### src/sv/srl_ram.sv
// srl_ram: generic single-write, single-read memory with registered read
// no dependencies
`timescale 1ns / 1ps

module srl_ram #(
  parameter int WIDTH = 8,
  parameter int DEPTH = 16
) (
  input  logic                                        clk,
  input  logic                                        wr_en,
  input  logic [((DEPTH > 1) ? $clog2(DEPTH) : 1)-1:0] wr_addr,
  input  logic [WIDTH-1:0]                            wr_data,
  input  logic                                        rd_en,
  input  logic [((DEPTH > 1) ? $clog2(DEPTH) : 1)-1:0] rd_addr,
  output logic [WIDTH-1:0]                            rd_data
);

  logic [WIDTH-1:0] mem [DEPTH];
  logic [WIDTH-1:0] rd_data_r;

  // write port
  always_ff @(posedge clk) begin
    if (wr_en) begin
      mem[wr_addr] <= wr_data;
    end
  end

  // read port, data holds when not enabled
  always_ff @(posedge clk) begin
    if (rd_en) begin
      rd_data_r <= mem[rd_addr];
    end
  end

  assign rd_data = rd_data_r;

endmodule

### config.mk
export PLATFORM = sky130hd
export DESIGN_NAME = srl_ram
export DESIGN_NICKNAME = d
export VERILOG_FILES = /design/src/sv/srl_ram.sv
export SDC_FILE = /design/constraint.sdc
export NUM_CORES = 1
export LEC_CHECK = 0
export BUFFER_PORTS_ARGS = -buffer_cell sky130_fd_sc_hd__buf_2
export CAP_MARGIN = 20
export CORE_MARGIN = 5
export CORE_UTILIZATION = 35
export CTS_BUF_LIST = sky130_fd_sc_hd__clkbuf_16
export DETAILED_ROUTE_END_ITERATION = 6
export PLACE_DENSITY = 0.51
export SYNTH_ARGS = -nofsm -noshare
export SYNTH_HDL_FRONTEND = slang
export SYNTH_SLANG_ARGS = --single-unit
### constraint.sdc
create_clock -name clk -period 2.9 [get_ports clk]
set_input_delay 0.58 -clock clk [delete_from_list [all_inputs] [get_ports clk]]
set_output_delay 0.58 -clock clk [all_outputs]
set_load 0.1 [all_outputs]
* Yosys cells after proc, flatten, opt, wreduce, memory -nomap -nowiden *
Memory sizes are Yosys's and may differ from the RTL's. A register that Yosys moved wholly into a read port is not among the register bits.
Cells that the tools add are included.

word-level totals
  memories = 1
  register bits after elaboration = 0
  memory bits (writable) = 128
  input port bits = 19
  latch bits = 0
  logic and storage cells = 3
  bits in read-only memories = 0
  output and inout bits = 8

memory list
  memory  depth  bits a word  read ports  clocked after memory_dff  wr ports  line  text
  mem     16     8            1           1                         1         18    logic [WIDTH-1:0] mem [DEPTH];

operators by class
  eq/ne operators = 0
  $lt $le $gt $ge = 0
  reductions and logical operators = 0
  bitwise operators = 0
  multipliers = 0
  $add $sub $neg = 0
  muxes and demuxes = 2
  shift-type cells = 0
  divide/modulo/power cells = 0

operators by type and width
  kind    count
  $mux 1  2

* Logic depth before layout (Yosys ltp) *
Gate-level depths: netlist of run 1.

  word-level depth = 2
  gate-level depth with buffers = 5
  depth with buffers taken out = 3

* Worst setup path after synthesis of run 1 *
No wires, ideal clock.

  path type = input to register
  start = in wr_addr[2] (netlist name)
  end = mem mem[0][0] (enable)
  required time = 2517 ps
  arrival = 1690 ps
  buffers on the path = 0
  setup slack = 827 ps
  cell stages on the path = 2
  setup time = 383 ps
  cell sequence = or3b_2 -> nor3_1

RTL lines
  element          line  text
  start, declared  11    input logic [((DEPTH > 1) ? $clog2(DEPTH) : 1)-1:0] wr_addr,
  end, declared    18

No word-level cell before the write port.

* Final worst setup path of run 1 *
  start = reg rd_data_r[7], in the netlist rd_data[7], read port of mem
  end = out rd_data[7]

RTL lines
  element          line  text
  start, declared  19    logic [WIDTH-1:0] rd_data_r;
  end, declared    15    output logic [WIDTH-1:0] rd_data

No word-level cell between the ends.

==> results_dict.tcl, run 1 <==
set metrics [dict create \
    rr_startpoint "mem[11][7]" \
    cp-start-kind "flip-flop" \
    start_util_pct 35.8 \
    multi_input_area_mm2 0.00106 \
    fin_crit_sh_pct 63.1 \
    die_height_um 132 \
    use_met2_pct 19.5 \
    setup_viol 0 \
    worstReg2RegEnd "rd_data[7]" \
    synth_seq_cells 136 \
    dr.pass1.iters 4 \
    critPathRequiredTime_ps 2320 \
    vias 2404 \
    path_max_fanout 1 \
    h-tree-depth 4 \
    ctsHoldBuffers 0 \
    cp_num_buf_inv 1 \
    cts-resized-gates 0 \
    drc 0 \
    fin_crit_ps 1830 \
    die-area_mm2 0.0175 \
    synthDistinctLibCells 18 \
    critPathArrivalTime_ps 1250 \
    clock_skew_ps 5.82 \
    clock_sinks 136 \
    ys_seq_area_share_pct 78.1 \
    ys_top_cells_by_area "edfxtp_1 (78%), mux4_2 (7.8%), mux4_1 (7.0%)" \
    path_delay_family "buffers and inverters" \
    seq_area_mm2 0.00408 \
    syn_inst 229 \
    p_per_area_mw_per_mm2 704 \
    grt.busiest_layer "met2" \
    critPathCapture "rd_data[7]" \
    clockRootBuffer "clkbuf_16" \
    worst-setup-path-type "reg -> out" \
    yosysTopAreaCell "edfxtp_1" \
    portBuffers 26 \
    clk_pin_slew_ps 50 \
    fp-row-count 44 \
    die_x_um 132 \
    maxCapViolations 0 \
    synth.avg_cell_area_um2 22.8 \
    setup_tns_ps 0 \
    cts_made_buffers 17 \
    place_hpwl_um 6590 \
    diodes 0 \
    final_core_util_pct 42.2 \
    grt_pass1_wl_um 16200 \
    tightest_slew_ps 791 \
    cp_cell_sequence "buf_2" \
    tritoncts "done" \
    synth_fp_nets 248 \
    leakage_uw 0.00207 \
    wl_per_cell_um 22.1 \
    rsz0062_at_grt "no" \
    hold_path_class "in -> reg" \
    hold_viol 0 \
    area_delta_synth_final_pct 17.9 \
    nets 301 \
    holdWs_ps 545 \
    nFillCells 1246 \
    drt-total-wl_um 10500 \
    critPathMaxStageDelay_ps 450 \
    drive_gt1_share_pct 28.4 \
    clock_tree.buffer_depth 2 \
    run_status "completed" \
    yosys_warnings 0 \
    antenna_found_initial 0 \
    track_usage_pct 12.8 \
    use_met3_pct 4.01 \
    clock.fmax_mhz 547 \
    netlist_area_mm2 0.00523 \
    cts_setup_buffers 0 \
    reg2regPathDepth 3 \
    grt_max_degree 33 \
    core_mm2 0.0146 \
    floorplan.io_pins 27 \
    path_depth 1 \
    globalplace.congestion 0.705 \
    drtIter0Drc 267 \
    final-max-slew-violation-count 0 \
    antenna_left 0 \
    vias_per_cell 5.05 \
    slowest_stage "buf_2" \
    grt.overflow.total 0 \
    whs_path_depth 1 \
    end_kind "output pin" \
    rrSetupSlack_ps 1370 \
    met1_usage_pct 17.3 \
    clock_latency_ps 410 \
    startpoint "rd_data[7]" \
    netlist.area_leader.share_pct 78.1 \
    grt_pass1_vias 2540 \
    relSlewSlack_pct 47.2 \
    ir_drop_uv 418 \
]
==> logic make-up (layout without fill, tap and decap cells) <==
group / after synthesis / in the layout / synth area share, %
buffers and inverters: 10 / 73 / 1.65
and+or+nand+nor: 35 / 35 / 3.14
AOI/OAI and AO/OA: 16 / 16 / 2.30
DFF: 136 / 136 / 78.1
muxes: 32 / 32 / 14.8
==> through the flow <==
step                std cells  cell area [um2]  total power (uW)  worst slack (ps)
floorplan                 229             5230              2450               827
global placement          447             5660              2540               676
detailed placement        447             5660              2540               665
CTS                       476             6160              4380              1030
global route              476             6160              4500              1010
finish                    476             6160              4340              1070
==> where the power goes <==
group | leakage (uW) | internal, uW | switching, uW
logic | 0.000578 | 85.6 | 185
clock network | 0.000261 | 1130 | 712
registers | 0.00124 | 2220 | 11.5
total | 0.00207 | 3430 | 909
==> cell usage in the layout (no fill, tap or decap), drive strengths merged, types with 2 or more instances in the layout <==
| cell type | instances |
|---|---|
| nand2b | 2 |
| clkinv | 7 |
| nand3b | 2 |
| nor3 | 4 |
| mux4 | 32 |
| a22oi | 16 |
| buf | 44 |
| edfxtp | 136 |
| nor2 | 13 |
| clkbuf | 17 |
| inv | 4 |
| nand2 | 9 |
==> worst min-delay path by stage <==
stage | startpoint | to | slack (ps)
final | rd_en | rd_data[2] | 550
after global routing | rd_en | rd_data[3] | 540
after CTS | rd_en | rd_data[2] | 530
after detailed placement | mem[7][2] | rd_data[2] | 740
after global placement | mem[8][5] | rd_data[5] | 740
after floorplan | wr_data[0] | mem[0][0] | 680
==> registers in the layout, indices dropped and copies added (netlist names) <==
name	count
mem	128
rd_data	8
==> layout make-up <==
| type | instances | area share, % |
|---|---|---|
| Multi-Input combinational cell | 83 | 17.2 |
| Timing Repair Buffer | 44 | 4.71 |
| Sequential cell | 136 | 66.3 |
| Clock buffer | 17 | 6.90 |
| Clock inverter | 12 | 1.20 |
| Tap cell | 184 | 3.74 |
==> worst register-to-register path, delay by kind of cell, from the launching register on <==
family           cells  cell delay, ps
AO/OA/AOI/OAI        1             330
flip-flops           1             370
multiplexers         1             470
AND/OR/NAND/NOR      1             100
==> per-layer routing <==
layer	share of wire, %	vias up
met5	0	-
met4	1.2	0
met3	4.1	12
met2	48	51
met1	46	1255
li1	-	1086
==> synth_stat cells <==
master	n
nand2_1	9
nor3_1	4
mux4_1	14
nor2b_1	1
buf_6	3
a22oi_1	16
and2_1	1
nor2_1	13
mux4_2	18
edfxtp_1	136
nand3b_1	2
nand2b_1	2
buf_2	3
buf_4	1
or3b_2	1
nand3_1	1
clkdlybuf4s25_2	3
and2b_1	1
No activity file was read; power rests on OpenSTA's default activity.
==> run 2, diff against run 1 <==
- ABC_AREA: not set -> 1
- clock period: 2.9 -> 1.85 ns (I/O delays scaled with it)
==> run 2 against run 1 <==
  * Sequential share of layout area fell by 6.1 points
  * Sequential power up 57%
  * Count of clock-buffer cells in the layout unchanged
  * Worst setup slack worse by 840 ps
  * Non-clock buffer count increased by 4
  * Global-route usage grew 2.3 points
  * Combinational power rose by 99%
  * Via count rose by 58%
  * Cell count increased by 73%
  * Largest power group unchanged
  * Highest routed layer unchanged
==> results_dict.tcl, run 2 <==
set metrics [dict create \
    use_met3_pct 2.95 \
    cp_cell_sequence "buf_2" \
    ys_top_cells_by_count "nand2_1 (173), edfxtp_1 (136), inv_1 (100), nand3_1 (97), nor2_1 (17)" \
    cts-resized-gates 0 \
    clock.fmax_mhz 618 \
    met1_usage_pct 20.2 \
    vias_per_cell 4.60 \
    netlist_area_mm2 0.00585 \
    floorplan.io_pins 27 \
    die-area_mm2 0.0194 \
    cp_num_buf_inv 1 \
    fin_crit_ps 1620 \
    clock_latency_ps 420 \
    h-tree-depth 4 \
    leakage_uw 0.00292 \
    vias 3790 \
    run_status "completed" \
    worst-setup-path-type "reg -> out" \
    drtIter0Drc 355 \
    grt.overflow.total 0 \
    final-max-slew-violation-count 0 \
    synth.avg_cell_area_um2 10.6 \
    synth_fp_nets 570 \
    relSlewSlack_pct 55.7 \
    tritoncts "done" \
    hold_viol 0 \
    layout_common_cells "nand2_1 (173), edfxtp_1 (136), inv_1 (104)" \
    drc 0 \
    async_flop_share_pct 0 \
    p_per_area_mw_per_mm2 1020 \
    clock_sinks 136 \
    critPathArrivalTime_ps 1250 \
    fp-row-count 47 \
    clk_pin_slew_ps 50 \
    wl_per_cell_um 16.8 \
    synth_seq_cells 136 \
    antenna_found_initial 0 \
    critPathMaxStageDelay_ps 450 \
    synth_edf_count 136 \
    end_kind "output pin" \
    netlist.area_leader.share_pct 69.8 \
    grt_pass1_wl_um 21800 \
    ctsHoldBuffers 0 \
    die_x_um 139 \
    nets 613 \
    start_util_pct 35.5 \
    grt_pass1_vias 3782 \
    yosys_warnings 0 \
    ir_drop_uv 676 \
    globalplace.congestion 0.815 \
    diodes 0 \
    largest_reg_flops 128 \
    hold_path_class "in -> reg" \
    clock_tree.buffer_depth 2 \
    critPathRequiredTime_ps 1480 \
    postPlaceCellArea_mm2 0.00629 \
    slowest_stage "buf_2" \
    path_max_fanout 1 \
    clock_skew_ps 3.63 \
    cts_made_buffers 17 \
    clockRootBuffer "clkbuf_16" \
    core_mm2 0.0165 \
    drive_gt1_share_pct 11.6 \
    final_common_cell "nand2_1" \
    die_height_um 139 \
    use_met2_pct 23.7 \
    fin_area_mm2 0.00679 \
    dr.pass1.iters 4 \
    ys_top_cells_by_area "edfxtp_1 (70%), nand2_1 (11%), nand3_1 (8.3%)" \
    yosysTopAreaCell "edfxtp_1" \
    place_hpwl_um 8580 \
    cp-start-kind "flip-flop" \
    setup_tns_ps 0 \
    tightest_slew_ps 663 \
    top_register "mem" \
    grt_max_degree 65 \
    track_usage_pct 15.1 \
    setup_viol 0 \
    rsz0062_at_grt "no" \
    synthDistinctLibCells 11 \
    grt.busiest_layer "met2" \
    synth.most_common_cell "nand2_1" \
    drt-total-wl_um 13900 \
    fin_crit_sh_pct 87.5 \
    path_delay_family "buffers and inverters" \
    maxCapViolations 0 \
    synth_top_flop_cell "edfxtp_1" \
    ys_seq_area_share_pct 69.8 \
    syn_inst 551 \
    cts_setup_buffers 0 \
    portBuffers 26 \
    antenna_left 0 \
    area_delta_synth_final_pct 16.1 \
]
==> run 2: per-stage QoR <==
stage               std cells  power (uW)  util (%)  setup slack (ps)  hold WS, ps
floorplan                 551        3900         -               529          469
global placement          795        4090      38.2               193          739
detailed placement        795        4100      38.2               150          736
CTS                       824        7000      41.2               215          313
global route              824        7190      41.2               196          318
finish                    824        6930      41.2               231          318
==> run 2: path summary, 6_finish.rpt <==
path | cells after the start | slack, ps | start | end
worst min register to register | 6 | 750 | mem[15][0] | rd_data[0]
worst min-delay path | 1 | 320 | rd_en | rd_data[7]
worst max-delay path | 1 | 230 | rd_data[4] | rd_data[4]
worst max register to register | 6 | 670 | mem[7][5] | rd_data[5]
==> run 2: final cells by class <==
cell class / instances / area (um2)
Multi-Input combinational cell: 289 / 1210
Fill cell: 1601 / 9680
Inverter: 102 / 383
Tap cell: 220 / 275
Timing Repair Buffer: 48 / 333
Clock buffer: 17 / 425
Sequential cell: 136 / 4080
Clock inverter: 12 / 73.8
==> run 2: kinds of logic (layout without fill, tap and decap cells) <==
group                  Yosys count  after routing  synth area share (%)
and+or+nand+nor                289            289                  20.8
DFF                            136            136                  69.8
buffers and inverters          126            179                  9.39
==> run 2: report_power, final <==
group / switching, uW / total, uW / internal, uW
Sequential: 19.5 / 3490 / 3470
Combinational: 409 / 536 / 127
Clock: 1140 / 2900 / 1770
==> run 2: layer usage <==
metal	vias to the layer above	wire length [um]
li1	1862	-
met4	0	352
met1	1823	6400
met3	26	471
met2	79	6630
met5	-	0
