--- config.mk ---
export PLATFORM = sky130hd
export DESIGN_NAME = srl_update
export DESIGN_NICKNAME = d
export VERILOG_FILES = /design/src/sv/srl_pkg.sv /design/src/sv/srl_update.sv
export SDC_FILE = /design/constraint.sdc
export NUM_CORES = 1
export LEC_CHECK = 0
export BUFFER_PORTS_ARGS = -buffer_cell sky130_fd_sc_hd__buf_2
export CORE_MARGIN = 2
export CORE_UTILIZATION = 39
export DETAILED_ROUTE_END_ITERATION = 12
export PLACE_DENSITY = 0.7
export REMOVE_ABC_BUFFERS = 1
export SETUP_SLACK_MARGIN = 0.05
export SLEW_MARGIN = 15
export SYNTH_ARGS = -nofsm -noshare
export SYNTH_HDL_FRONTEND = slang
export SYNTH_SLANG_ARGS = --single-unit
--- constraint.sdc ---
create_clock -name vclk -period 14.69
set_input_delay 1.469 -clock vclk [all_inputs]
set_output_delay 1.469 -clock vclk [all_outputs]
set_load 0.03 [all_outputs]
--- src/sv/srl_pkg.sv ---
// srl_pkg: shared types, constants and codes of the session rate limiter
// no dependencies; used by srl_update and session_rate_limiter by scoped names
`timescale 1ns / 1ps

package srl_pkg;

  // session table size and derived index width
  localparam int SESSIONS = 64;
  localparam int IDX_W    = (SESSIONS > 1) ? $clog2(SESSIONS) : 1;

  // field widths
  localparam int KIND_W   = 3;
  localparam int SESS_W   = 6;
  localparam int COUNT_W  = 16;
  localparam int TIME_W   = 32;
  localparam int BYTES_W  = 32;
  localparam int TICKS_W  = 16;
  localparam int CFG_IDX_W = 2;
  localparam int CFG_DATA_W = 32;

  // operation kinds
  localparam logic [KIND_W-1:0] KIND_CHECK_SEND  = 3'd0;
  localparam logic [KIND_W-1:0] KIND_RECORD_SEND = 3'd1;
  localparam logic [KIND_W-1:0] KIND_CHECK_SNAP  = 3'd2;
  localparam logic [KIND_W-1:0] KIND_RECORD_SNAP = 3'd3;
  localparam logic [KIND_W-1:0] KIND_REMOVE      = 3'd4;

  // configuration register indexes
  localparam logic [CFG_IDX_W-1:0] CFG_BYTE_BUDGET   = 2'd0;
  localparam logic [CFG_IDX_W-1:0] CFG_WINDOW_TICKS  = 2'd1;
  localparam logic [CFG_IDX_W-1:0] CFG_SNAP_INTERVAL = 2'd2;

  // configuration reset values
  localparam logic [BYTES_W-1:0] BYTE_BUDGET_RST   = 32'd65536;
  localparam logic [TICKS_W-1:0] WINDOW_TICKS_RST  = 16'd1000;
  localparam logic [TICKS_W-1:0] SNAP_INTERVAL_RST = 16'd50;

  // one table entry as stored in the memory
  typedef struct packed {
    logic [BYTES_W-1:0] bytes_sent;
    logic [TIME_W-1:0]  window_start;
    logic [TIME_W-1:0]  last_snapshot;
  } entry_t;

  localparam int ENTRY_W = $bits(entry_t);

  // decision and write-back of one beat
  typedef struct packed {
    logic               allowed;
    logic [BYTES_W-1:0] bytes;
    logic               wr_en;
    logic               set_vld;
    logic               clr_vld;
    entry_t             wr_data;
  } upd_t;

endpackage

--- src/sv/srl_update.sv ---
// srl_update: window restart, budget and snapshot decisions for one beat
// depends on srl_pkg
`timescale 1ns / 1ps

module srl_update (
  input  logic [srl_pkg::KIND_W-1:0]  kind,
  input  logic                        in_range,
  input  logic                        vld,
  input  srl_pkg::entry_t             ent,
  input  logic [srl_pkg::COUNT_W-1:0] count,
  input  logic [srl_pkg::TIME_W-1:0]  now,
  input  logic [srl_pkg::BYTES_W-1:0] budget,
  input  logic [srl_pkg::TICKS_W-1:0] window,
  input  logic [srl_pkg::TICKS_W-1:0] interval,
  output srl_pkg::upd_t               upd
);

  logic [srl_pkg::BYTES_W-1:0] bs0;
  logic [srl_pkg::TIME_W-1:0]  ws0;
  logic [srl_pkg::TIME_W-1:0]  ls0;
  logic [srl_pkg::BYTES_W-1:0] bs1;
  logic [srl_pkg::TIME_W-1:0]  ws1;
  logic                        restart;
  logic                        snap_ok;
  logic [srl_pkg::BYTES_W:0]   sum;
  logic [srl_pkg::BYTES_W-1:0] sat_sum;

  // slot creation values, then window restart, saturating byte sum and snapshot check
  always_comb begin
    bs0     = vld ? ent.bytes_sent    : '0;
    ws0     = vld ? ent.window_start  : now;
    ls0     = vld ? ent.last_snapshot : '0;
    restart = (now - ws0) >= {{(srl_pkg::TIME_W-srl_pkg::TICKS_W){1'b0}}, window};
    bs1     = restart ? '0  : bs0;
    ws1     = restart ? now : ws0;
    sum     = {1'b0, bs1} + {{(srl_pkg::BYTES_W+1-srl_pkg::COUNT_W){1'b0}}, count};
    sat_sum = sum[srl_pkg::BYTES_W] ? '1 : sum[srl_pkg::BYTES_W-1:0];
    snap_ok = (now - ent.last_snapshot) >=
              {{(srl_pkg::TIME_W-srl_pkg::TICKS_W){1'b0}}, interval};
  end

  // per-kind decision and write-back
  always_comb begin
    upd.allowed               = 1'b0;
    upd.bytes                 = vld ? ent.bytes_sent : '0;
    upd.wr_en                 = 1'b0;
    upd.set_vld               = 1'b0;
    upd.clr_vld               = 1'b0;
    upd.wr_data.bytes_sent    = bs1;
    upd.wr_data.window_start  = ws1;
    upd.wr_data.last_snapshot = ls0;
    if (!in_range) begin
      upd.bytes = '0;
    end else begin
      unique case (kind)
        srl_pkg::KIND_CHECK_SEND: begin
          upd.allowed = sum <= {1'b0, budget};
          upd.bytes   = bs1;
          upd.wr_en   = 1'b1;
          upd.set_vld = 1'b1;
        end
        srl_pkg::KIND_RECORD_SEND: begin
          upd.allowed            = 1'b1;
          upd.bytes              = sat_sum;
          upd.wr_en              = 1'b1;
          upd.set_vld            = 1'b1;
          upd.wr_data.bytes_sent = sat_sum;
        end
        srl_pkg::KIND_CHECK_SNAP: begin
          upd.allowed = !vld || snap_ok;
        end
        srl_pkg::KIND_RECORD_SNAP: begin
          upd.allowed               = 1'b1;
          upd.bytes                 = bs1;
          upd.wr_en                 = 1'b1;
          upd.set_vld               = 1'b1;
          upd.wr_data.last_snapshot = now;
        end
        srl_pkg::KIND_REMOVE: begin
          upd.allowed = 1'b1;
          upd.bytes   = '0;
          upd.clr_vld = 1'b1;
        end
        default: begin
          upd.allowed = 1'b0;
        end
      endcase
    end
  end

endmodule

# Word-level counts from Yosys, hierarchy flattened
# Cells that the tools add are included.
[classes]
add_sub_neg = 3
order_cmp = 3
n_eq_ne = 4
n_mux = 16
n_reduce_logical = 6
[op_table]
columns = ["op", "count"]
rows = [
  ["32-bit two-way mux", 10],
  ["32-bit case mux with 3 select lines", 1],
  ["32-bit by 16-bit greater-or-equal comparator with 1-bit output", 2],
  ["32-bit subtractor", 2],
  ["35-bit two-way mux", 1],
  ["32-bit by 16-bit adder with 33-bit output", 1],
  ["33-bit by 32-bit less-or-equal comparator with 1-bit output", 1],
  ["3-bit by 2-bit == test with 1-bit output (second input constant)", 2],
  ["3-bit OR reduction", 2],
  ["3-bit by 1-bit == test with 1-bit output (second input constant)", 1],
  ["3-bit == test (second input constant)", 1],
  ["3-bit logical NOT", 1],
  ["1-bit case mux with 3 select lines", 1],
  ["1-bit two-way mux", 2],
  ["2-bit two-way mux", 1],
  ["2-bit OR reduction", 1],
  ["1-bit logical NOT", 1],
  ["1-bit logical OR", 1],
]
[totals]
register_bits = 0
in_bits = 213
output_inout_bits = 132
word_cells = 32

# Depth between registers and ports, before layout
# Gate-level depths: netlist (run 1).
[logic_depth]
depth_word = 8
depth_mapped = 49
ltp_nobuf = 42

# Least setup slack after synthesis (run 1)
# OpenSTA, ideal clock, no wires.
[synth_path]
path_kind = "input to output"
start = "input vld"
end = "output upd[131] (netlist bit)"
arrival_time_ps = 11027
required_ps = 13221
path_slack_ps = 2194
cell_stages = 45
n_path_buf = 9
path_cell_list = "clkbuf_1 -> clkbuf_1 -> clkbuf_1 -> mux2i_1 -> ha_1 -> clkbuf_1 -> a21oi_1 -> o21ai_1 -> o21ba_2 -> or3_1 -> clkbuf_1 -> xor2_1 -> ha_1 -> a21o_1 -> a21oi_1 -> o21ai_0 -> a2111oi_0 -> o211a_1 -> [... 9 more ...] -> a21oi_1 -> nor2_1 -> o311a_1 -> o31ai_1 -> o31ai_1 -> nor4b_2 -> nand3_1 -> xor2_1 -> nor2_1 -> ha_1 -> a21o_1 -> a21o_1 -> a21oi_1 -> nor2b_1 -> o21ai_0 -> a31oi_1 -> or4_1 -> a31oi_1"
[synth_rtl]
columns = ["item", "line", "rtl"]
rows = [
  ["start: declaration", "srl_update.sv:8", "input logic vld,"],
  ["end: declaration", "srl_update.sv:15", "output srl_pkg::upd_t upd"],
]

==> results of run 1 <==
==> cell usage after synthesis, types with 5 or more instances <==
cell	n
sky130_fd_sc_hd__nand2_1	179
sky130_fd_sc_hd__ha_1	144
sky130_fd_sc_hd__nor2_1	136
sky130_fd_sc_hd__o21ai_0	133
sky130_fd_sc_hd__inv_1	124
sky130_fd_sc_hd__a21oi_1	115
sky130_fd_sc_hd__clkbuf_1	59
sky130_fd_sc_hd__a21o_1	50
sky130_fd_sc_hd__xnor2_1	49
sky130_fd_sc_hd__o31ai_1	42
sky130_fd_sc_hd__mux2i_1	36
sky130_fd_sc_hd__nand3_1	33
sky130_fd_sc_hd__xor2_1	29
sky130_fd_sc_hd__nor3_1	28
sky130_fd_sc_hd__nand4_1	24
sky130_fd_sc_hd__and2_1	21
sky130_fd_sc_hd__a31oi_1	19
sky130_fd_sc_hd__nand2b_1	19
sky130_fd_sc_hd__o21a_1	19
sky130_fd_sc_hd__nor2b_1	16
sky130_fd_sc_hd__o21bai_1	15
sky130_fd_sc_hd__a211oi_1	12
sky130_fd_sc_hd__nor4_1	12
sky130_fd_sc_hd__a221oi_1	11
sky130_fd_sc_hd__o21ai_1	11
sky130_fd_sc_hd__o211ai_1	10
sky130_fd_sc_hd__and3_1	8
sky130_fd_sc_hd__buf_2	7
sky130_fd_sc_hd__or3_1	6
sky130_fd_sc_hd__or2_2	5
==> kinds of logic after synthesis <==
kind of cell	synth area share (%)
buffers and inverters	8.25
adder cells (fa/ha/maj)	20.1
AO/OA/AOI/OAI	34.4
AND/OR/NAND/NOR	25.8
multiplexers	4.02
XOR/XNOR	7.38
==> stage by stage <==
step / setup WS, ns / cells / power, W / hold slack [ns] / instance area [um2]
3_3_place_gp: 1.86 / 2070 / 0.000402 / 3.33 / 11200
3_5_place_dp: 1.63 / 2070 / 0.000406 / 3.33 / 11200
6_report: 1.64 / 2073 / 0.000413 / 3.33 / 11200
5_1_grt: 0.568 / 2071 / 0.000458 / 3.34 / 11200
4_1_cts: 1.62 / 2070 / 0.000409 / 3.33 / 11200
2_1_floorplan: 2.45 / 1396 / 0.000278 / 3.12 / 8950
==> layout make-up <==
class	instances	area (um2)	share of cell area, %
repair buffers	355	1800	16.1
inverters	124	465	4.17
well taps	319	399	3.57
multi-input cells	1272	8500	76.0
diodes	3	7.51	0.0672
==> power by group <==
part           switching, W     internal (W)
Sequential                0                0
Combinational      0.000252         0.000161
Clock                     0  0.0000000000182
Total              0.000252         0.000161
==> worst max-delay path, delay by kind of cell <==
family / cells / cell delay (ns)
buffers and inverters: 4 / 0.97
and+or+nand+nor: 11 / 2.75
xor gates and xnor gates: 2 / 0.33
AOI/OAI and AO/OA: 21 / 4.36
muxes: 1 / 0.34
adders and majority gates: 4 / 1.34
==> final timing paths <==
check | end | slack [ns] | cells after the start
hold / removal | upd[63] | 3.33 | 4
setup / recovery | upd[131] | 1.64 | 43
==> routing by layer <==
| metal | global-route usage [%] | wire length (um) | part of all wire, % | vias to the layer above |
|---|---|---|---|---|
| met5 | 0 | 0 | 0 | - |
| met4 | 8.32 | 1120 | 3.1 | 0 |
| met2 | 49.1 | 17200 | 48 | 549 |
| li1 | - | - | - | 5884 |
| met1 | 33.9 | 15200 | 42 | 5408 |
| met3 | 1.94 | 2540 | 7.1 | 80 |
==> impl_table.tex, run 1 <==
\begin{tabular}{lr}
\hline
Metric & Value \\
\hline
\multicolumn{2}{l}{\textbf{Status}} \\
\quad Status & finished clean \\
\multicolumn{2}{l}{\textbf{Finish}} \\
\quad Seq cells & 0 \\
\quad Area growth from synthesis to layout & 20.8\% \\
\quad Share of layout cells above drive strength 1 & 21.6\% \\
\quad Final core area utilization & 47.7\% \\
\quad Final \#Nets & 2113 \\
\quad Layout fillers & 2533 \\
\quad Commonest non-fill, non-tap cells in the layout & 344 x sky130\_fd\_sc\_hd\_\_buf\_2, 179 x sky130\_fd\_sc\_hd\_\_nand2\_1, 144 x sky130\_fd\_sc\_hd\_\_ha\_1 \\
\quad Most frequent standard cell in the layout excluding fill and tap cells & sky130\_fd\_sc\_hd\_\_buf\_2 \\
\quad FF/Latch Area & 0 um2 \\
\quad Number of clock buffers in the layout & 0 \\
\multicolumn{2}{l}{\textbf{Worst hold path}} \\
\quad Class of the worst hold path & primary input to primary output \\
\quad Hold Startpoint & now[31] \\
\multicolumn{2}{l}{\textbf{Logic synthesis}} \\
\quad Number of instances in the synthesized netlist & 1469 \\
\quad Library cells used by synthesis & 75 \\
\quad Count of synthesis-stage warnings from yosys & 0 \\
\quad Syn Std Cell Area & 9250 um2 \\
\quad Most area-hungry cell type in the Yosys netlist & sky130\_fd\_sc\_hd\_\_ha\_1 \\
\quad Proportion of netlist area held by the largest area contributor & 19.5\% \\
\quad Syn avg cell area & 6.30 um2 \\
\quad Largest cells by area after synthesis & sky130\_fd\_sc\_hd\_\_ha\_1 19\%, sky130\_fd\_sc\_hd\_\_nand2\_1 7.3\%, sky130\_fd\_sc\_hd\_\_o21ai\_0 7.2\%, sky130\_fd\_sc\_hd\_\_a21oi\_1 6.2\%, sky130\_fd\_sc\_hd\_\_nor2\_1 5.5\% \\
\quad Sequential element share of the synthesized area & 0\% \\
\multicolumn{2}{l}{\textbf{Pwr}} \\
\quad Power density of the placed cells & 37.0 nW/um2 \\
\quad Cell leakage power & 5.85 nW \\
\quad Peak VDD IR & 19.5 uV \\
\multicolumn{2}{l}{\textbf{Timing}} \\
\quad Highest Clock Rate & 76.6 MHz \\
\quad RSZ-0062 raised after global routing & no \\
\quad Sum of negative setup slack & 0 ns \\
\quad Slew at the pin closest to its max-slew limit & 0.909 ns \\
\quad Final Cycle Share & 88.9\% \\
\quad Final setup violation count & 0 \\
\quad Relative slew margins & 39.4\% \\
\quad Max-slew violation total from the final report & 0 \\
\quad Final Hold Viols & 0 \\
\quad Fin crit period & 13.05 ns \\
\multicolumn{2}{l}{\textbf{Critical path}} \\
\quad Critical Path Sink Type & primary output \\
\quad Worst path max stage delay & 0.71 ns \\
\quad Worst Path Arrival & 11.58 ns \\
\quad Launching element of the worst setup path & vld \\
\quad Startpoint-to-endpoint class of the critical path & primary input to primary output \\
\quad Nature of the critical path startpoint & primary input \\
\quad Largest fanout on the critical path & 34 \\
\quad Slowest library cell on the worst path & sky130\_fd\_sc\_hd\_\_or4\_2 \\
\quad Required @ worst endpoint & 13.22 ns \\
\multicolumn{2}{l}{\textbf{Route}} \\
\quad Remaining antenna violation count & 0 \\
\quad Total Routed Length & 36.0 mm \\
\quad 1st-iter DRT viols & 976 \\
\quad Initial DRT Pass Iterations & 5 \\
\quad Number of vias in the routed layout & 11900 \\
\quad Average vias per placed instance & 5.75 \\
\quad Final routed DRC violation total & 0 \\
\quad Wire per inst & 17.4 um \\
\multicolumn{2}{l}{\textbf{GRT}} \\
\quad Initial antenna violation count & 1 \\
\quad Wire length of the first global-routing pass & 54.9 mm \\
\quad Pin count of the biggest net entering global routing & 78 \\
\quad Via count of the first global-routing pass & 10900 \\
\quad GR Overflow Total & 0 \\
\quad Tot GR Track Use & 27.0\% \\
\multicolumn{2}{l}{\textbf{Clock network}} \\
\quad Count of hold-fix buffers inserted at cts & 0 \\
\quad Setup Buffers After CTS & 0 \\
\quad Resized Gates After CTS & 0 \\
\multicolumn{2}{l}{\textbf{Die}} \\
\quad DIE HEIGHT & 158 um \\
\quad Area of the die & 25000 um2 \\
\quad Starting density of the core & 39.5\% \\
\quad Area of the placeable core & 23400 um2 \\
\quad Row count & 56 \\
\quad I/O pin count & 345 \\
\quad Die extent in x & 158 um \\
\multicolumn{2}{l}{\textbf{Placement}} \\
\quad Placer Congestion & 0.964 \\
\quad Number of input and output port buffers inserted & 345 \\
\quad Post-DP HPWL & 29.7 mm \\
\multicolumn{2}{l}{\textbf{Flow run}} \\
\quad Max-cap violation count & 0 \\
\hline
\end{tabular}
(Power assumes the default switching activity.)
==> run 2: changes to the inputs <==
- CORE_ASPECT_RATIO: not set -> 0.6
- clock period: 14.69 -> 15.5 ns (I/O delays scaled with it)
==> run 2 against run 1 <==
Wire length is 10% higher. Flip-flop and latch count stayed put. Global-route usage is 3.0 points higher. Via count is 2.5% higher. Critical path depth stayed put. Hold slack better by 0.16 ns. Design area hardly changed. Power is 2.5% lower. Critical path type unchanged.
==> impl_table.tex, run 2 (same netlist as run 1, synthesis figures left out) <==
\begin{tabular}{lr}
\hline
Metric & Value \\
\hline
\multicolumn{2}{l}{\textbf{Finish}} \\
\quad Final core area utilization & 48.2\% \\
\quad Number of clock buffers in the layout & 0 \\
\quad Seq cells & 0 \\
\quad Diode count & 0 \\
\quad Commonest non-fill, non-tap cells in the layout & 344 x sky130\_fd\_sc\_hd\_\_buf\_2, 179 x sky130\_fd\_sc\_hd\_\_nand2\_1, 144 x sky130\_fd\_sc\_hd\_\_ha\_1 \\
\quad Final \#Nets & 2113 \\
\quad Total area of multi-input combinational cells & 8500 um2 \\
\quad Share of layout cells above drive strength 1 & 21.6\% \\
\quad FF/Latch Area & 0 um2 \\
\quad Area growth from synthesis to layout & 20.7\% \\
\quad Layout fillers & 2462 \\
\quad Most frequent standard cell in the layout excluding fill and tap cells & sky130\_fd\_sc\_hd\_\_buf\_2 \\
\multicolumn{2}{l}{\textbf{Worst hold path}} \\
\quad Class of the worst hold path & primary input to primary output \\
\quad Hold Startpoint & ent[78] \\
\quad Number of stages on the worst hold path & 3 \\
\quad Hold Path Sink & upd[113] \\
\multicolumn{2}{l}{\textbf{GRT}} \\
\quad Tot GR Track Use & 30.0\% \\
\quad Via count of the first global-routing pass & 10500 \\
\quad Pin count of the biggest net entering global routing & 65 \\
\quad GR Overflow Total & 0 \\
\quad Initial antenna violation count & 3 \\
\quad Wire length of the first global-routing pass & 59.6 mm \\
\multicolumn{2}{l}{\textbf{Clock network}} \\
\quad Resized Gates After CTS & 0 \\
\quad Count of hold-fix buffers inserted at cts & 0 \\
\quad Setup Buffers After CTS & 0 \\
\multicolumn{2}{l}{\textbf{Flow run}} \\
\quad Max-cap violation count & 0 \\
\multicolumn{2}{l}{\textbf{Pwr}} \\
\quad Internal power of the cells & 0.000154 W \\
\quad Peak VDD IR & 19.3 uV \\
\quad Switch share & 61.8\% \\
\quad Switching pwr & 0.000249 W \\
\quad Logic pwr share & 100.0\% \\
\quad Power density of the placed cells & 36.1 nW/um2 \\
\quad Cell leakage power & 5.85 nW \\
\quad Sequential fraction of design power & 0\% \\
\quad Clk network pwr share & 0\% \\
\multicolumn{2}{l}{\textbf{Die}} \\
\quad Area of the die & 25000 um2 \\
\quad DIE HEIGHT & 123 um \\
\quad I/O pin count & 345 \\
\quad Area of the placeable core & 23200 um2 \\
\quad Starting density of the core & 39.9\% \\
\quad Row count & 43 \\
\quad Die extent in x & 203 um \\
\multicolumn{2}{l}{\textbf{Timing}} \\
\quad Relative slew margins & 19.4\% \\
\quad Slew at the pin closest to its max-slew limit & 1.21 ns \\
\quad Final setup violation count & 0 \\
\quad Final Hold Viols & 0 \\
\quad Final Cycle Share & 91.3\% \\
\quad Highest Clock Rate & 70.6 MHz \\
\quad Fin crit period & 14.16 ns \\
\quad RSZ-0062 raised after global routing & no \\
\quad Max-slew violation total from the final report & 0 \\
\quad Sum of negative setup slack & 0 ns \\
\multicolumn{2}{l}{\textbf{Critical path}} \\
\quad Nature of the critical path startpoint & primary input \\
\quad Crit-path most repeated cell & sky130\_fd\_sc\_hd\_\_o21ai\_0 \\
\quad Worst path max stage delay & 1.12 ns \\
\quad Slowest library cell on the worst path & sky130\_fd\_sc\_hd\_\_or4\_2 \\
\quad Required @ worst endpoint & 13.95 ns \\
\quad Largest fanout on the critical path & 42 \\
\quad Worst Path Arrival & 12.61 ns \\
\quad Startpoint-to-endpoint class of the critical path & primary input to primary output \\
\quad Critical Path Sink Type & primary output \\
\multicolumn{2}{l}{\textbf{Route}} \\
\quad Remaining antenna violation count & 0 \\
\quad Initial DRT Pass Iterations & 7 \\
\quad Total Routed Length & 39.7 mm \\
\quad Average vias per placed instance & 5.92 \\
\quad Final routed DRC violation total & 0 \\
\quad Wire per inst & 19.2 um \\
\quad 1st-iter DRT viols & 1302 \\
\quad Number of vias in the routed layout & 12200 \\
\multicolumn{2}{l}{\textbf{Placement}} \\
\quad Placer Congestion & 1.02 \\
\quad Post-DP HPWL & 33.2 mm \\
\quad Number of input and output port buffers inserted & 345 \\
\multicolumn{2}{l}{\textbf{Status}} \\
\quad Status & finished clean \\
\hline
\end{tabular}
[run 2: cell count changes in the layout (fill, tap and decap cells not counted), sizes merged]
cell   change
diode      -3
[run 2: worst max path at each step]
stage	from	endpoint	slack, ns	cells after the start
floorplan	now[0]	upd[131]	3.09	40
global placement	vld	upd[131]	2.06	43
detailed placement	vld	upd[131]	1.65	43
CTS	vld	upd[131]	1.65	43
global route	vld	upd[131]	0.65	43
finish	vld	upd[131]	1.34	43
[run 2: critical path, delay by kind of cell]
kind / cells / cell delay, ns
buf+inv: 3 / 0.91
simple gates: 11 / 2.76
compound gates: 22 / 5.44
fa+ha+maj: 5 / 1.53
xor+xnor: 2 / 0.34
[run 2: power by group through the flow]
stage / combinational (W) / sequential [W] / clock [W]
2_1_floorplan: 0.000264 / 0 / 0
3_3_place_gp: 0.000386 / 0 / 0
3_5_place_dp: 0.000391 / 0 / 0
4_1_cts: 0.000394 / 0 / 0
5_1_grt: 0.000442 / 0 / 0
6_report: 0.000403 / 0 / 0
[run 2: per-layer routing]
metal / GRT usage [%] / routed length, um / part of all wire (%) / up-vias
met1: 47.8 / 19400 / 49 / 5596
met2: 42.0 / 15200 / 38 / 702
met5: 0 / 41 / 0.10 / -
li1: - / - / - / 5883
met4: 1.96 / 273 / 0.69 / 6
met3: 5.67 / 4750 / 12 / 36
[run 2: layout make-up]
| cell class | instances | share of cell area (%) |
|---|---|---|
| Tap cell | 315 | 3.53 |
| Multi-Input combinational cell | 1272 | 76.1 |
| Timing Repair Buffer | 355 | 16.2 |
| Inverter | 124 | 4.17 |
[run 2: through the flow]
stage	setup slack [ns]	area (um2)	hold WS [ns]	std cells	total power, W
final	1.34	11200	3.48	2066	0.000403
after global routing	0.650	11200	3.50	2066	0.000442
after CTS	1.65	11200	3.48	2066	0.000394
after detailed placement	1.65	11200	3.48	2066	0.000391
after global placement	2.06	11200	3.48	2066	0.000386
after floorplan	3.09	8950	3.28	1396	0.000264
==> run 3: changes to the inputs <==
--- a/config.mk
+++ b/config.mk
@@ -7,9 +7,11 @@
 export LEC_CHECK = 0
 export BUFFER_PORTS_ARGS = -buffer_cell sky130_fd_sc_hd__buf_2
+export CELL_PAD_IN_SITES_DETAIL_PLACEMENT = 1
+export CELL_PAD_IN_SITES_GLOBAL_PLACEMENT = 1
 export CORE_ASPECT_RATIO = 0.6
 export CORE_MARGIN = 2
-export CORE_UTILIZATION = 39
+export CORE_UTILIZATION = 38
 export DETAILED_ROUTE_END_ITERATION = 12
-export PLACE_DENSITY = 0.7
+export PLACE_DENSITY = 0.94
 export REMOVE_ABC_BUFFERS = 1
 export SETUP_SLACK_MARGIN = 0.05
==> constraint.sdc (replaced) <==
create_clock -name vclk -period 15.5
set_input_delay 3.1 -clock vclk [all_inputs]
set_output_delay 3.1 -clock vclk [all_outputs]
set_load 0.03 [all_outputs]
==> run 3 against run 2 <==
Setup slack worse by 0.94 ns. Hold slack better by 3.1 ns. Flip-flop and latch count stayed put. First-iteration DRC count is 3.6% lower.
==> impl_table.tex, run 3 (same netlist as run 1, synthesis figures left out) <==
\begin{tabular}{lr}
\hline
Metric & Value \\
\hline
\multicolumn{2}{l}{\textbf{Status}} \\
\quad Status & finished clean \\
\multicolumn{2}{l}{\textbf{GRT}} \\
\quad Met3 track demand over resource & 6.62\% \\
\quad Tot GR Track Use & 33.3\% \\
\quad GR Overflow Total & 0 \\
\quad Wire length of the first global-routing pass & 69.1 mm \\
\quad Pin count of the biggest net entering global routing & 67 \\
\quad Busiest layer in global routing & met2 \\
\quad Via count of the first global-routing pass & 12800 \\
\quad Global Route met2 Usage & 51.1\% \\
\quad Initial antenna violation count & 4 \\
\quad Met1 layer usage reported by global route & 47.7\% \\
\multicolumn{2}{l}{\textbf{Placement}} \\
\quad Post-DP HPWL & 37.5 mm \\
\quad Placed insts & 2079 \\
\quad Number of input and output port buffers inserted & 345 \\
\quad Cell Area, Placed & 11200 um2 \\
\quad Placer Congestion & 1.03 \\
\multicolumn{2}{l}{\textbf{Finish}} \\
\quad Layout fillers & 3369 \\
\quad Commonest non-fill, non-tap cells in the layout & 343 x sky130\_fd\_sc\_hd\_\_buf\_2, 179 x sky130\_fd\_sc\_hd\_\_nand2\_1, 141 x sky130\_fd\_sc\_hd\_\_ha\_1 \\
\quad Final \#Nets & 2124 \\
\quad Non-Filler Instances & 2088 \\
\quad FF/Latch Area & 0 um2 \\
\quad Most frequent standard cell in the layout excluding fill and tap cells & sky130\_fd\_sc\_hd\_\_buf\_2 \\
\quad Share of layout cells above drive strength 1 & 23.3\% \\
\quad Seq cells & 0 \\
\quad Number of clock buffers in the layout & 0 \\
\quad Total non-filler cell area in the finished layout & 11400 um2 \\
\quad Area growth from synthesis to layout & 23.7\% \\
\quad Total area of multi-input combinational cells & 8630 um2 \\
\multicolumn{2}{l}{\textbf{Timing}} \\
\quad Highest Clock Rate & 66.3 MHz \\
\quad Final Hold Viols & 0 \\
\quad Relative slew margins & 35.9\% \\
\quad Fin crit period & 15.09 ns \\
\quad Final Cycle Share & 97.4\% \\
\quad Final setup violation count & 0 \\
\quad Max-slew violation total from the final report & 0 \\
\quad Slew at the pin closest to its max-slew limit & 0.960 ns \\
\quad Final hold slack & 6.61 ns \\
\multicolumn{2}{l}{\textbf{Die}} \\
\quad Starting density of the core & 38.5\% \\
\quad Die extent in x & 205 um \\
\quad Row count & 44 \\
\quad I/O pin count & 345 \\
\quad Area of the die & 25700 um2 \\
\quad DIE HEIGHT & 125 um \\
\quad Area of the placeable core & 24100 um2 \\
\multicolumn{2}{l}{\textbf{Pwr}} \\
\quad Peak VDD IR & 19.8 uV \\
\quad Switch share & 62.9\% \\
\quad Cell leakage power & 5.92 nW \\
\quad Clk network pwr share & 0\% \\
\quad Total chip power & 0.000431 W \\
\quad Logic pwr share & 100.0\% \\
\quad Sequential fraction of design power & 0\% \\
\quad Switching pwr & 0.000271 W \\
\quad Power density of the placed cells & 37.6 nW/um2 \\
\quad Internal power of the cells & 0.000160 W \\
\multicolumn{2}{l}{\textbf{Route}} \\
\quad Total Routed Length & 45.9 mm \\
\quad Number of vias in the routed layout & 12900 \\
\quad Initial DRT Pass Iterations & 5 \\
\quad Wire per inst & 22.0 um \\
\quad 1st-iter DRT viols & 1255 \\
\quad Remaining antenna violation count & 0 \\
\quad Final routed DRC violation total & 0 \\
\quad Average vias per placed instance & 6.19 \\
\multicolumn{2}{l}{\textbf{Critical path}} \\
\quad Cell family with most CP delay & compound AO/OA/AOI/OAI gates \\
\quad Slowest library cell on the worst path & sky130\_fd\_sc\_hd\_\_or4\_4 \\
\quad Critical Path Sink Type & primary output \\
\quad Buf+Inv Stages, Crit Path & 5 \\
\quad Startpoint-to-endpoint class of the critical path & primary input to primary output \\
\quad Largest fanout on the critical path & 12 \\
\quad Required @ worst endpoint & 12.40 ns \\
\quad Worst path max stage delay & 0.61 ns \\
\quad Worst Path Arrival & 11.99 ns \\
\quad Nature of the critical path startpoint & primary input \\
\multicolumn{2}{l}{\textbf{Worst hold path}} \\
\quad Hold Startpoint & ent[75] \\
\quad Class of the worst hold path & primary input to primary output \\
\quad Hold Path Sink & upd[75] \\
\quad Number of stages on the worst hold path & 4 \\
\multicolumn{2}{l}{\textbf{Flow run}} \\
\quad Max-cap violation count & 0 \\
\hline
\end{tabular}
run 3: changes by cell type in the layout (fill, tap and decap cells not counted), moves of 3 or more:
cell,previous run,this run
sky130_fd_sc_hd__buf_4,11,18
sky130_fd_sc_hd__diode_2,0,4
sky130_fd_sc_hd__ha_1,144,141
sky130_fd_sc_hd__ha_2,0,3
sky130_fd_sc_hd__mux2i_1,36,33
sky130_fd_sc_hd__o21ai_0,133,127
sky130_fd_sc_hd__o21ai_1,11,16
run 3: power by group through the flow:
stage               Combinational, W        Clock [W]  Sequential [W]
global placement            0.000387                0               0
finish                      0.000431  0.0000000000346               0
global route                0.000466  0.0000000000173               0
detailed placement          0.000408                0               0
floorplan                   0.000264                0               0
CTS                         0.000412                0               0
run 3: what timing repair did:
action,in CTS,in global routing
gates cloned,0,2
hold buffers,0,0
pin swaps,0,7
resized for setup,8,37
setup buffers,0,3
endpoints found under the setup margin,17,23
run 3: layout make-up:
class                           count  area share (%)
Multi-Input combinational cell   1273            75.4
Timing Repair Buffer              365            16.9
Inverter                          124            4.07
Tap cell                          322            3.52
Antenna cell                        4          0.0875
run 3: per-stage QoR:
step / setup slack [ns] / util [%] / TNS [ns]
6_report: 0.407 / 47.6 / 0
2_1_floorplan: -0.00656 / - / -0.00656
5_1_grt: -0.0397 / 47.5 / -0.0397
4_1_cts: 0.0675 / 46.7 / 0
3_3_place_gp: 0.289 / 46.6 / 0
3_5_place_dp: -0.465 / 46.6 / -0.579
run 3: worst max path at each step:
stage / startpoint / end / slack, ns / cells after the start
after detailed placement: vld / upd[131] / -0.47 / 41
after CTS: vld / upd[131] / 0.07 / 39
final: vld / upd[131] / 0.41 / 42
after global placement: vld / upd[131] / 0.29 / 41
after floorplan: now[0] / upd[131] / -0.007 / 40
after global routing: vld / upd[131] / -0.04 / 43
run 3: routing by layer:
layer  wire length [um]  share of wire (%)  vias up
li1                   -                  -     5891
met1              20400                 45     6165
met2              19200                 42      771
met3               5320                 12      105
met4                892                1.9        2
met5                 12              0.026        -
